`src/hdl/dtbs_pkg.sv`:
```
// Shared types, constants and band lookup for the DDS tuning word and band selector.
`timescale 1ns / 1ps

package dtbs_pkg;

    // Field widths.
    localparam int HZ_W       = 36;
    localparam int WORD_W     = 32;
    localparam int PATH_W     = 3;
    localparam int PATH_COUNT = 5;
    localparam int CFG_ADDR_W = 3;
    localparam int IN_DATA_W  = 40;
    localparam int OUT_DATA_W = 40;

    // Fixed band limits in Hz.
    localparam logic [HZ_W-1:0] LOW_BAND_MIN_HZ  = 36'd20000000;
    localparam logic [HZ_W-1:0] LOW_BAND_MAX_HZ  = 36'd1000000000;
    localparam logic [HZ_W-1:0] MID_BAND_MIN_HZ  = 36'd1000000000;
    localparam logic [HZ_W-1:0] MID_BAND_MAX_HZ  = 36'd6000000000;
    localparam logic [HZ_W-1:0] HIGH_BAND_MIN_HZ = 36'd6000000000;
    localparam logic [HZ_W-1:0] HIGH_BAND_MAX_HZ = 36'd18000000000;

    // Register reset values.
    localparam logic [HZ_W-1:0] RST_SYNTH_CLOCK_HZ = 36'd3000000000;
    localparam logic [HZ_W-1:0] RST_PATH1_MIN_HZ   = 36'd1000000000;
    localparam logic [HZ_W-1:0] RST_PATH1_MAX_HZ   = 36'd1400000000;
    localparam logic [HZ_W-1:0] RST_PATH2_MAX_HZ   = 36'd2000000000;
    localparam logic [HZ_W-1:0] RST_PATH3_MAX_HZ   = 36'd2800000000;
    localparam logic [HZ_W-1:0] RST_PATH4_MAX_HZ   = 36'd4000000000;
    localparam logic [HZ_W-1:0] RST_PATH5_MAX_HZ   = 36'd6000000000;

    // Band selector codes.
    typedef enum logic [1:0] {
        BAND_LOW     = 2'd0,
        BAND_MID     = 2'd1,
        BAND_HIGH    = 2'd2,
        BAND_INVALID = 2'd3
    } t_band;

    // Configuration register indexes.
    typedef enum logic [CFG_ADDR_W-1:0] {
        CFG_SYNTH_CLOCK = 3'd0,
        CFG_BAND_SELECT = 3'd1,
        CFG_PATH1_MIN   = 3'd2,
        CFG_PATH1_MAX   = 3'd3,
        CFG_PATH2_MAX   = 3'd4,
        CFG_PATH3_MAX   = 3'd5,
        CFG_PATH4_MAX   = 3'd6,
        CFG_PATH5_MAX   = 3'd7
    } t_cfg_index;

    // Doubler path edges handed to the path selector.
    typedef struct packed {
        logic [HZ_W-1:0]                 min_hz;
        logic [PATH_COUNT-1:0][HZ_W-1:0] max_hz;
    } t_path_bounds;

    // Divider result handed back to the top level.
    typedef struct packed {
        logic              ovf;
        logic [WORD_W-1:0] word;
    } t_div_result;

    // True when the frequency lies inside the selected band.
    function automatic logic band_fits(input logic [HZ_W-1:0] f, input t_band b);
        logic fits;
        case (b)
            BAND_LOW:     fits = (f >= LOW_BAND_MIN_HZ) && (f <= LOW_BAND_MAX_HZ);
            BAND_MID:     fits = (f >= MID_BAND_MIN_HZ) && (f <= MID_BAND_MAX_HZ);
            BAND_HIGH:    fits = (f >= HIGH_BAND_MIN_HZ) && (f <= HIGH_BAND_MAX_HZ);
            BAND_INVALID: fits = 1'b0;
            default:      fits = 1'b0;
        endcase
        return fits;
    endfunction

endpackage

```
`src/hdl/dds_tuning_word_band_select_top.sv`:
```
// Top level of the DDS tuning word and band selector: registers, sequencer and output stage.
`timescale 1ns / 1ps

// Each request on the input stream carries a frequency in Hz; it is stored when it lies
// between 20 MHz and 18 GHz, else the last stored frequency (zero after reset) is reused.
// One result is returned per request: the accept flag, the band check against the
// band_select register, the doubler path code, and floor(f * 2^32 / synth_clock_hz) with
// an overflow flag, where f is halved in the mid band when the path code is not zero. The
// path search tests one edge per cycle and the tuning word comes from a bit-serial divider
// that makes one quotient bit per cycle and skips the iterations when the word overflows.
// One request is processed at a time; the next one is taken as soon as the previous
// result is in the output register. Configuration registers must be written by the user
// only while no request is in progress; the block itself does not enforce this.

module dds_tuning_word_band_select_top (
    input  logic                                  i_clk,
    input  logic                                  i_rst_n,
    // Configuration write port.
    input  logic                                  i_cfg_we,
    input  logic [dtbs_pkg::CFG_ADDR_W-1:0]       i_cfg_addr,
    input  logic [dtbs_pkg::HZ_W-1:0]             i_cfg_data,
    // Request stream.
    input  logic                                  s_axis_tvalid,
    output logic                                  s_axis_tready,
    // tdata: request_freq_hz [35:0], zero fill [39:36].
    input  logic [dtbs_pkg::IN_DATA_W-1:0]        s_axis_tdata,
    // Result stream.
    output logic                                  m_axis_tvalid,
    input  logic                                  m_axis_tready,
    // tdata: accepted [0], band_ok [1], doubler_path [4:2], tuning_word [36:5],
    // tuning_overflow [37], zero fill [39:38].
    output logic [dtbs_pkg::OUT_DATA_W-1:0]       m_axis_tdata
);
    import dtbs_pkg::*;

    typedef enum logic [3:0] {
        ST_IDLE = 4'b0001,
        ST_PATH = 4'b0010,
        ST_DIV  = 4'b0100,
        ST_OUT  = 4'b1000
    } t_state;

    t_state              r_state;
    t_state              n_state;
    logic [HZ_W-1:0]     r_synth_clock;
    t_band               r_band;
    t_path_bounds        r_bounds;
    logic [HZ_W-1:0]     r_kept;
    logic                r_acc;
    logic [PATH_W-1:0]   r_path;
    logic                r_out_valid;
    logic [OUT_DATA_W-1:0] r_out_data;
    logic                w_in_accept;
    logic                w_req_ok;
    logic [HZ_W-1:0]     w_req;
    logic                w_out_free;
    logic                w_path_done;
    logic [PATH_W-1:0]   w_path;
    logic                w_div_start;
    logic [HZ_W-1:0]     w_dds;
    logic                w_div_done;
    t_div_result         w_div_result;

    assign w_req       = s_axis_tdata[HZ_W-1:0];
    assign w_req_ok    = (w_req >= LOW_BAND_MIN_HZ) && (w_req <= HIGH_BAND_MAX_HZ);
    assign w_in_accept = s_axis_tvalid && s_axis_tready;
    assign w_out_free  = !r_out_valid || m_axis_tready;
    assign s_axis_tready = (r_state == ST_IDLE);

    // Configuration registers.
    always_ff @(posedge i_clk) begin
        if (!i_rst_n) begin
            r_synth_clock      <= RST_SYNTH_CLOCK_HZ;
            r_band             <= BAND_LOW;
            r_bounds.min_hz    <= RST_PATH1_MIN_HZ;
            r_bounds.max_hz[0] <= RST_PATH1_MAX_HZ;
            r_bounds.max_hz[1] <= RST_PATH2_MAX_HZ;
            r_bounds.max_hz[2] <= RST_PATH3_MAX_HZ;
            r_bounds.max_hz[3] <= RST_PATH4_MAX_HZ;
            r_bounds.max_hz[4] <= RST_PATH5_MAX_HZ;
        end else if (i_cfg_we) begin
            case (t_cfg_index'(i_cfg_addr))
                CFG_SYNTH_CLOCK: r_synth_clock      <= i_cfg_data;
                CFG_BAND_SELECT: r_band             <= t_band'(i_cfg_data[1:0]);
                CFG_PATH1_MIN:   r_bounds.min_hz    <= i_cfg_data;
                CFG_PATH1_MAX:   r_bounds.max_hz[0] <= i_cfg_data;
                CFG_PATH2_MAX:   r_bounds.max_hz[1] <= i_cfg_data;
                CFG_PATH3_MAX:   r_bounds.max_hz[2] <= i_cfg_data;
                CFG_PATH4_MAX:   r_bounds.max_hz[3] <= i_cfg_data;
                CFG_PATH5_MAX:   r_bounds.max_hz[4] <= i_cfg_data;
                default:         r_synth_clock      <= r_synth_clock;
            endcase
        end
    end

    // Kept frequency; a request outside the overall limits leaves it as it was.
    always_ff @(posedge i_clk) begin
        if (!i_rst_n) begin
            r_kept <= '0;
        end else if (w_in_accept && w_req_ok) begin
            r_kept <= w_req;
        end
    end

    // Per-request payload held while the request is in progress.
    always_ff @(posedge i_clk) begin
        if (w_in_accept) begin
            r_acc <= w_req_ok;
        end
        if (w_path_done) begin
            r_path <= w_path;
        end
    end

    // Sequencer.
    always_comb begin
        n_state = r_state;
        case (r_state)
            ST_IDLE: if (s_axis_tvalid) n_state = ST_PATH;
            ST_PATH: if (w_path_done)   n_state = ST_DIV;
            ST_DIV:  if (w_div_done)    n_state = ST_OUT;
            ST_OUT:  if (w_out_free)    n_state = ST_IDLE;
            default: n_state = ST_IDLE;
        endcase
    end

    always_ff @(posedge i_clk) begin
        if (!i_rst_n) begin
            r_state <= ST_IDLE;
        end else begin
            r_state <= n_state;
        end
    end

    // Mid band halves the DDS frequency when a doubler path is in use.
    assign w_div_start = (r_state == ST_PATH) && w_path_done;
    assign w_dds = ((r_band == BAND_MID) && (w_path != '0)) ? (r_kept >> 1) : r_kept;

    dtbs_path_sel u_path_sel (
        .i_clk    (i_clk),
        .i_rst_n  (i_rst_n),
        .i_start  (w_in_accept),
        .i_freq   (w_req_ok ? w_req : r_kept),
        .i_bounds (r_bounds),
        .o_done   (w_path_done),
        .o_path   (w_path)
    );

    dtbs_divider u_divider (
        .i_clk      (i_clk),
        .i_rst_n    (i_rst_n),
        .i_start    (w_div_start),
        .i_dividend (w_dds),
        .i_divisor  (r_synth_clock),
        .o_done     (w_div_done),
        .o_result   (w_div_result)
    );

    // Output register parts the core from the result stream.
    always_ff @(posedge i_clk) begin
        if (!i_rst_n) begin
            r_out_valid <= 1'b0;
        end else if ((r_state == ST_OUT) && w_out_free) begin
            r_out_valid <= 1'b1;
        end else if (m_axis_tready) begin
            r_out_valid <= 1'b0;
        end
    end

    always_ff @(posedge i_clk) begin
        if ((r_state == ST_OUT) && w_out_free) begin
            r_out_data <= {2'b00, w_div_result.ovf, w_div_result.word, r_path,
                           band_fits(r_kept, r_band), r_acc};
        end
    end

    assign m_axis_tvalid = r_out_valid;
    assign m_axis_tdata  = r_out_data;

    // An overflowed result always carries a zero word.
    a_ovf_zero_word: assert property (@(posedge i_clk) disable iff (!i_rst_n)
        (r_out_valid && r_out_data[37]) |-> (r_out_data[36:5] == '0))
        else $error("tuning word not zero on overflow");

    // The path code never goes above the last path.
    a_path_range: assert property (@(posedge i_clk) disable iff (!i_rst_n)
        r_out_valid |-> (r_out_data[4:2] <= 3'd4))
        else $error("doubler path code out of range");

    // A new request is not taken in the cycle after one was accepted.
    a_one_at_a_time: assert property (@(posedge i_clk) disable iff (!i_rst_n)
        w_in_accept |=> !s_axis_tready)
        else $error("request taken while another is in progress");

    // Leaving the output state always leaves a valid result behind.
    a_result_loaded: assert property (@(posedge i_clk) disable iff (!i_rst_n)
        ((r_state == ST_OUT) && w_out_free) |=> r_out_valid)
        else $error("result lost on the way to the output register");

endmodule

```
`src/hdl/dtbs_path_sel.sv`:
```
// Doubler path selector that tests one path edge per cycle with a shared comparator.
`timescale 1ns / 1ps

module dtbs_path_sel (
    input  logic                           i_clk,
    input  logic                           i_rst_n,
    input  logic                           i_start,
    input  logic [dtbs_pkg::HZ_W-1:0]      i_freq,
    input  dtbs_pkg::t_path_bounds         i_bounds,
    output logic                           o_done,
    output logic [dtbs_pkg::PATH_W-1:0]    o_path
);
    import dtbs_pkg::*;

    logic                r_busy;
    logic                r_done;
    logic [PATH_W-1:0]   r_step;
    logic [PATH_W-1:0]   r_path;
    logic [HZ_W-1:0]     r_freq;
    logic [HZ_W-1:0]     w_bound;
    logic                w_hit;
    logic                w_last;
    logic [PATH_W-1:0]   n_path;

    // Step zero tests the lower edge, steps one to five the upper edges in order.
    always_comb begin
        case (r_step)
            3'd0:    w_bound = i_bounds.min_hz;
            3'd1:    w_bound = i_bounds.max_hz[0];
            3'd2:    w_bound = i_bounds.max_hz[1];
            3'd3:    w_bound = i_bounds.max_hz[2];
            3'd4:    w_bound = i_bounds.max_hz[3];
            default: w_bound = i_bounds.max_hz[4];
        endcase
    end

    // Below the lower edge ends the search at once; otherwise the first upper edge
    // at or above the frequency gives the code, and no edge at all gives code zero.
    always_comb begin
        w_last = (r_step == PATH_W'(PATH_COUNT));
        if (r_step == '0) begin
            w_hit  = (r_freq < w_bound);
            n_path = '0;
        end else begin
            w_hit  = (r_freq <= w_bound) || w_last;
            n_path = (r_freq <= w_bound) ? (r_step - PATH_W'(1)) : '0;
        end
    end

    // Search control.
    always_ff @(posedge i_clk) begin
        if (!i_rst_n) begin
            r_busy <= 1'b0;
            r_done <= 1'b0;
            r_step <= '0;
        end else begin
            r_done <= 1'b0;
            if (i_start) begin
                r_busy <= 1'b1;
                r_step <= '0;
            end else if (r_busy) begin
                if (w_hit) begin
                    r_busy <= 1'b0;
                    r_done <= 1'b1;
                end else begin
                    r_step <= r_step + PATH_W'(1);
                end
            end
        end
    end

    // Frequency under test and the chosen code.
    always_ff @(posedge i_clk) begin
        if (i_start) begin
            r_freq <= i_freq;
        end
        if (r_busy && w_hit) begin
            r_path <= n_path;
        end
    end

    assign o_done = r_done;
    assign o_path = r_path;

endmodule

```
`src/hdl/dtbs_divider.sv`:
```
// Radix-2 restoring divider that shifts one quotient bit in per cycle.
`timescale 1ns / 1ps

module dtbs_divider (
    input  logic                         i_clk,
    input  logic                         i_rst_n,
    input  logic                         i_start,
    input  logic [dtbs_pkg::HZ_W-1:0]    i_dividend,
    input  logic [dtbs_pkg::HZ_W-1:0]    i_divisor,
    output logic                         o_done,
    output dtbs_pkg::t_div_result        o_result
);
    import dtbs_pkg::*;

    localparam int CNT_W = $clog2(WORD_W);

    logic                r_busy;
    logic                r_done;
    logic [CNT_W-1:0]    r_cnt;
    logic [HZ_W-1:0]     r_rem;
    logic [HZ_W-1:0]     r_div;
    logic [WORD_W-1:0]   r_quot;
    logic                r_ovf;
    logic                w_start_ovf;
    logic [HZ_W:0]       w_shift;
    logic [HZ_W:0]       w_diff;
    logic                n_bit;
    logic [HZ_W-1:0]     n_rem;

    // A zero clock or a dividend not below the divisor gives a quotient of 2^32 or more.
    assign w_start_ovf = (i_divisor == '0) || (i_dividend >= i_divisor);

    // One restoring step: the remainder stays below the divisor, so 36 bits hold it.
    always_comb begin
        w_shift = {r_rem, 1'b0};
        w_diff  = w_shift - {1'b0, r_div};
        n_bit   = (w_shift >= {1'b0, r_div});
        n_rem   = n_bit ? w_diff[HZ_W-1:0] : w_shift[HZ_W-1:0];
    end

    // Iteration control.
    always_ff @(posedge i_clk) begin
        if (!i_rst_n) begin
            r_busy <= 1'b0;
            r_done <= 1'b0;
            r_cnt  <= '0;
        end else begin
            r_done <= 1'b0;
            if (i_start) begin
                r_busy <= !w_start_ovf;
                r_done <= w_start_ovf;
                r_cnt  <= CNT_W'(WORD_W - 1);
            end else if (r_busy) begin
                if (r_cnt == '0) begin
                    r_busy <= 1'b0;
                    r_done <= 1'b1;
                end else begin
                    r_cnt <= r_cnt - CNT_W'(1);
                end
            end
        end
    end

    // Remainder and quotient shift registers.
    always_ff @(posedge i_clk) begin
        if (i_start) begin
            r_rem  <= i_dividend;
            r_div  <= i_divisor;
            r_quot <= '0;
            r_ovf  <= w_start_ovf;
        end else if (r_busy) begin
            r_rem  <= n_rem;
            r_quot <= {r_quot[WORD_W-2:0], n_bit};
        end
    end

    assign o_done          = r_done;
    assign o_result.ovf    = r_ovf;
    assign o_result.word   = r_quot;

endmodule
```
`config.mk`:
```
export PLATFORM = sky130hd
export DESIGN_NAME = dds_tuning_word_band_select_top
export DESIGN_NICKNAME = d
export VERILOG_FILES = /design/src/hdl/dtbs_pkg.sv /design/src/hdl/dds_tuning_word_band_select_top.sv /design/src/hdl/dtbs_path_sel.sv /design/src/hdl/dtbs_divider.sv
export SDC_FILE = /design/constraint.sdc
export NUM_CORES = 1
export LEC_CHECK = 0
export BUFFER_PORTS_ARGS = -buffer_cell sky130_fd_sc_hd__buf_4
export CAP_MARGIN = 10
export CORE_UTILIZATION = 40
export DETAILED_ROUTE_END_ITERATION = 10
export GPL_ROUTABILITY_DRIVEN = 1
export MAX_ROUTING_LAYER = met4
export SKIP_LAST_GASP = 1
export SYNTH_ARGS = -nofsm -noshare
export SYNTH_HDL_FRONTEND = slang
export SYNTH_HIERARCHICAL = 1
export SYNTH_SLANG_ARGS = --single-unit
```
`constraint.sdc`:
```
create_clock -name i_clk -period 9.7 [get_ports i_clk]
set_input_delay 0.485 -clock i_clk [delete_from_list [all_inputs] [get_ports i_clk]]
set_output_delay 0.485 -clock i_clk [all_outputs]
set_load 0.02 [all_outputs]
```
# Word-level counts from Yosys, hierarchy flattened
# Cells that the tools add are included.
# word_totals
ff_bits	493
latchBits	0
ramBits	0
rom_bits	0
inputBits	84
output_inout_bits	42
wordCells	135
n_memories	0
# op_classes
add_sub_neg	4
n_mul	0
div	0
order_cmp	12
eq_ne	24
n_shift	0
mux	28
bitwise	4
reduce_logical	37
# ops
cell	n
2-to-1 mux 36 bit	5
case mux 36 bit (5 select lines)	1
greater-or-equal comparator 36 x 25 -> 1 bit, second input constant	2
<= comparator 36 x 35 -> 1 bit, second input constant	2
greater-or-equal comparator 37 x 36 -> 1 bit	1
greater-or-equal comparator 36 x 30 -> 1 bit, second input constant	1
greater-or-equal comparator 36 x 33 -> 1 bit, second input constant	1
greater-or-equal comparator 36 bit	1
<= comparator 36 x 30 -> 1 bit, second input constant	1
<= comparator 36 x 33 -> 1 bit, second input constant	1
<= comparator 36 bit	1
logical NOT 36 bit	1
< comparator 36 bit	1
subtractor 36 bit	1
AND reduction 2 bit	10
== test 3 bit, second input constant	6
2-to-1 mux 4 bit	4
case mux 4 bit (4 select lines)	1
2-to-1 mux 5 bit	3
2-to-1 mux 1 bit	13
== test 3 x 2 -> 1 bit, second input constant	4
logical AND 1 bit	10
== test 3 x 1 -> 1 bit, second input constant	2
logical NOT 3 bit	2
22 further kinds	34

# Depth between registers and ports, before layout
# logic_depth
ltp_word	8
mapped_depth	17
mapped_depth_nobuf	14

# By module
# The synthesis kept the hierarchy.
# by_module_without_submodules
mod	n_inst	cells_each	area_each_um2	seq_area_each_um2
dds_tuning_word_band_select_top	1	1568	13701.9	7166.9
dtbs_divider	1	859	7724.9	2972.9
dtbs_path_sel	1	352	3510.9	1271.2

# Least setup slack after synthesis
# No wires, ideal clock.
# synth_path
path_kind	register to register
from	register r_state[2]
to	register u_divider.r_rem[0] (enable)
setup_time_ns	0.377
t_arrival_ns	4.300
t_required_ns	9.323
setup_slack_ns	5.023
path_stages_with_launch	6
n_path_buf	2
synth_period_minus_slack_ns	4.677
path_cell_list	dfxtp_1 nand3b_1 nor3_1 clkbuf_1 clkbuf_1 or2_2
# synth_via
elab_chain_len	3
# synth_lines
item	line_no	text
start: declaration	dds_tuning_word_band_select_top.sv:43	t_state r_state;
start signal: assignment	dds_tuning_word_band_select_top.sv:131	r_state <= n_state;
== test 4 x 2 -> 1 bit	dds_tuning_word_band_select_top.sv:136	assign w_div_start = (r_state == ST_PATH) && w_path_done;
logical AND 1 bit	dds_tuning_word_band_select_top.sv:136	
net w_div_start	dds_tuning_word_band_select_top.sv:59	logic w_div_start;
nonzero test 2 bit (no line)	--	
end signal: assignment	dtbs_divider.sv:67	r_rem <= i_dividend;
end signal: assignment	dtbs_divider.sv:72	r_rem <= n_rem;
end: declaration	dtbs_divider.sv:20	logic [HZ_W-1:0] r_rem;
# The timed path passes the listed nets, and every way through them passes these cells.
# A chain may end at the register's enable or synchronous reset.

# Worst setup path in the final report
# layout_path
from	register u_path_sel.r_step[1]
to	register u_path_sel.r_path[0], in the netlist u_path_sel/o_path[0] (enable)
# layout_via
elab_chain_len	6
word_cells_on_any_way	12
classes_between	order compare (2); eq/ne (5); mux (2); reduce/logical (3)
# layout_lines
item	line_no	text
start: declaration	dtbs_path_sel.sv:17	logic [PATH_W-1:0] r_step;
start signal: assignment	dtbs_path_sel.sv:66	r_step <= r_step + PATH_W'(1);
== test 3 bit (tied with other cells)	dtbs_path_sel.sv:27	case (r_step)
case mux 36 bit (5 select lines)	dtbs_path_sel.sv:27	
<= comparator 36 bit	dtbs_path_sel.sv:45	w_hit = (r_freq <= w_bound) || w_last;
logical OR 1 bit	dtbs_path_sel.sv:45	
2-to-1 mux 1 bit (*)	dtbs_path_sel.sv:41	if (r_step == '0) begin
logical AND 1 bit (*)	dtbs_path_sel.sv:77	if (r_busy && w_hit) begin
end signal: assignment	dtbs_path_sel.sv:78	r_path <= n_path;
end: declaration	dtbs_path_sel.sv:18	logic [PATH_W-1:0] r_path;
# Mark *: on every way between the ends. The rest lies on a longest branch, timed or not.

==> summary.txt <==
Clock tree
  – Post-CTS setup buffer count: 0
  – CTS max path bufs: 3
  – Inserted Clock Buffers: between 50 and 60
  – Clk sinks: between 400 and 500
  – Clk root buf: clkbuf_16
  – H-tree levels: 2
  – Post-CTS Hold Buffers: 0
  – CTS clk-pin slew, worst paths: roughly 0.060 ns
  – CTS tree: built
  – Clock Latency Late Sink: approximately 0.6 ns
  – # resized after CTS: 0

Pwr
  – Internal: 3530 uW
  – Clock share of power: roughly 44%
  – Leak: 0.0110 uW
  – Switching power total: 1180 uW
  – Seq pwr share: a little under half
  – Combinational share of power: about 8.7%
  – Pwr Density: approximately 170 nW/um^2
  – Switching share of power: between 20% and 30%
  – Max IR drop VDD: between 0.1 and 0.15 mV

Final layout
  – Share of cells above drive strength 1: around an eighth
  – Final Cell Area: ~28000 sq um
  – Synth-to-Final Area Change: 13.1%
  – Nets: 2995
  – Antenna cells: 0
  – Final std cells w/o fill: ~3700

Detailed routing
  – Antenna Nets Post-Route: 0
  – Drt wl/cell: about 21 um
  – DRC Markers: 0
  – Initial DRC count: 1736
  – Pre-antenna DRT Iters: 6
  – Total Wirelength: between 70 and 80 mm
  – Avg Vias per Cell: 5.70
  – Vias: ~21000

Logic synthesis
  – Post-synth top area share: approximately 27%
  – Commonest cells in the netlist: 648 x nand2_1, 339 x dfxtp_1, 177 x a21boi_0
  – Area contributors post-synth: dfxtp_1 27%, edfxtp_1 19%, nand2_1 9.8%
  – Mapped Cells: 2779
  – Synth unique cells: 83
  – Ys Warns: 6
  – Mapped Area: 24900 sq um
  – Yosys top cell by area: dfxtp_1
  – Yosys reg bits: 493
  – Post-synth EDFFs: ~150
  – Most frequent cell after synthesis: nand2_1
  – Top FF cell, synth: dfxtp_1
  – Sequential area share after synthesis: 45.8%
  – Avg Inst Size Synth: about 9 sq um
  – FFs w/ async S/R, synth: 0%

STA
  – RSZ-0062 raised after global routing: false
  – Fin Clk Skew: ~0.020 ns
  – Crit share post-route: 59.6%
  – Final hold slack: between 0.1 and 0.15 ns
  – Slew Viols, Final: 0
  – Setup WS post-layout: 3.92 ns
  – Worst Max-Slew Pin Slew: roughly 1.2 ns
  – Max Clock Freq: between 150 and 200 MHz
  – Final setup fails: 0
  – Period minus WS final: 5.78 ns
  – Final TNS setup: 0 ns
  – Worst rel slew slack: between 20% and 30%
  – Final Hold Vio Count: 0

Setup path
  – Cells along the critical path: inv_1 > ha_1 > buf_4 > nor2_1 > o21ai_4 > buf_4 > o21ai_0 > ha_1 > nand4_1 > or4_4 > nor4_2 > and3_1 > nor2_1 > a21boi_0
  – Reg2Reg Setup Slack: about 3.9 ns
  – Crit. End Element: flip-flop
  – Critical Path RT: just under 10 ns
  – Max stage delay on crit path: ~0.91 ns
  – Crit-path slowest cell: o21ai_4
  – Critical path arrival: roughly 6.0 ns
  – CP Max Fanout: 39
  – Startpoint Class: flip-flop
  – Worst Setup Path Type: reg2reg

Job
  – Number of maximum-capacitance violations: 0

Die
  – Cell Rows: around 90
  – Overall die height: between 200 and 300 um
  – Die area: ~63000 sq um
  – Die Wd: ~250 um
  – Core area: 61600 sq um
  – Initial Util: between 40% and 50%
  – IO Pins: approximately 130

Place
  – Gpl congestion: ~0.94
  – Post-DP HPWL: between 50 and 60 mm
  – Placed cell area: about 26000 sq um
  – Dpl cells: between 3000 and 4000
  – Port buffer count: approximately 120
  – Pre-CTS WS: around 4.0 ns

Global route
  – Largest net degree at the start of global routing: 151
  – First-pass GRT wire length: 119 mm
  – GRT Util Overall: between 20% and 30%
  – Initial antenna violation count: 0
  – GRT overflow: 0
  – Vias in the first global route: just under 20000

Outcome
  – Outcome: completed

Min path
  – Hold crit path type: in2reg
[layout by cell type, fill, tap and decap left out, drive strengths merged, types with 36 or more instances in the layout]
| cell type | instances |
|---|---|
| a21boi | 177 |
| a222oi | 36 |
| ha | 116 |
| o21ai | 102 |
| nand4 | 37 |
| mux2i | 70 |
| a22oi | 36 |
| o211ai | 53 |
| clkbuf | 75 |
| mux2 | 68 |
| buf | 153 |
| edfxtp | 154 |
| inv | 97 |
| nor2 | 119 |
| a21oi | 75 |
| dfxtp | 339 |
| nand3 | 130 |
| nand2 | 650 |
[through the flow]
step / util [%] / total power, uW
6_report: 45.8 / 4710
5_1_grt: 45.8 / 4870
4_1_cts: 45.8 / 4740
3_5_place_dp: 42.9 / 2670
3_3_place_gp: 42.9 / 2660
2_1_floorplan: - / 2500
[worst max-delay path, delay by kind of cell (launching register included)]
kind            cells  cell delay (ns)
fa+ha+maj           2             0.55
compound gates      3             1.60
simple gates        6             1.73
buf+inv             3             1.12
flops               1             0.35
[area by class of cell]
| cell class | count | area [sq um] |
|---|---|---|
| clock buffer | 74 | 1550 |
| multi-input combinational | 1996 | 12400 |
| timing repair buffer | 154 | 1160 |
| inverter | 94 | 353 |
| sequential | 493 | 11400 |
| tap | 837 | 1050 |
| clock inverter | 29 | 253 |
| fill | 5910 | 33400 |
[worst paths after layout]
kind,cells past startpoint,end,startpoint
max,14,u_path_sel/o_path[0],u_path_sel/r_step[1]
min,3,r_kept[4],s_axis_tdata[4]
max reg2reg,14,u_path_sel/o_path[0],u_path_sel/r_step[1]
min reg2reg,0,m_axis_tdata[3],r_path[1]
[per-layer routing]
metal | wire, um | track usage (%) | vias to the layer above | share of wire, %
met3 | 4780 | 2.75 | 137 | 6.1
met5 | 0 | - | - | 0
met2 | 36000 | 39.0 | 777 | 46
li1 | - | - | 9913 | -
met1 | 34600 | 33.1 | 10100 | 44
met4 | 2990 | 9.62 | 0 | 3.8
[flip-flops by register name, indices dropped and copies added, names as in the netlist, 4 cells and up]
register           count
m_axis_tdata          38
r_bounds             216
r_kept                36
r_state                4
r_synth_clock         36
u_divider/r_cnt        5
u_divider/r_div       36
u_divider/r_quot      32
u_divider/r_rem       36
u_path_sel/r_freq     36
[cell families after synthesis]
group                      after synthesis  synth area share, %
xor gates and xnor gates                30                 1.05
DFF                                    493                 45.8
other                                    1               0.0150
AOI/OAI and AO/OA                      613                 17.4
buffers and inverters                  291                 4.66
muxes                                  138                 5.88
adders and majority gates              117                 5.90
and+or+nand+nor                       1096                 19.4
[power groups by stage]
stage	clock [uW]	combinational, uW	sequential (uW)
3_3_place_gp	0	395	2270
4_1_cts	2110	407	2220
2_1_floorplan	0	257	2240
6_report	2070	409	2230
5_1_grt	2200	448	2230
3_5_place_dp	0	406	2270
Note: power is estimated with default switching activity, not from simulation.
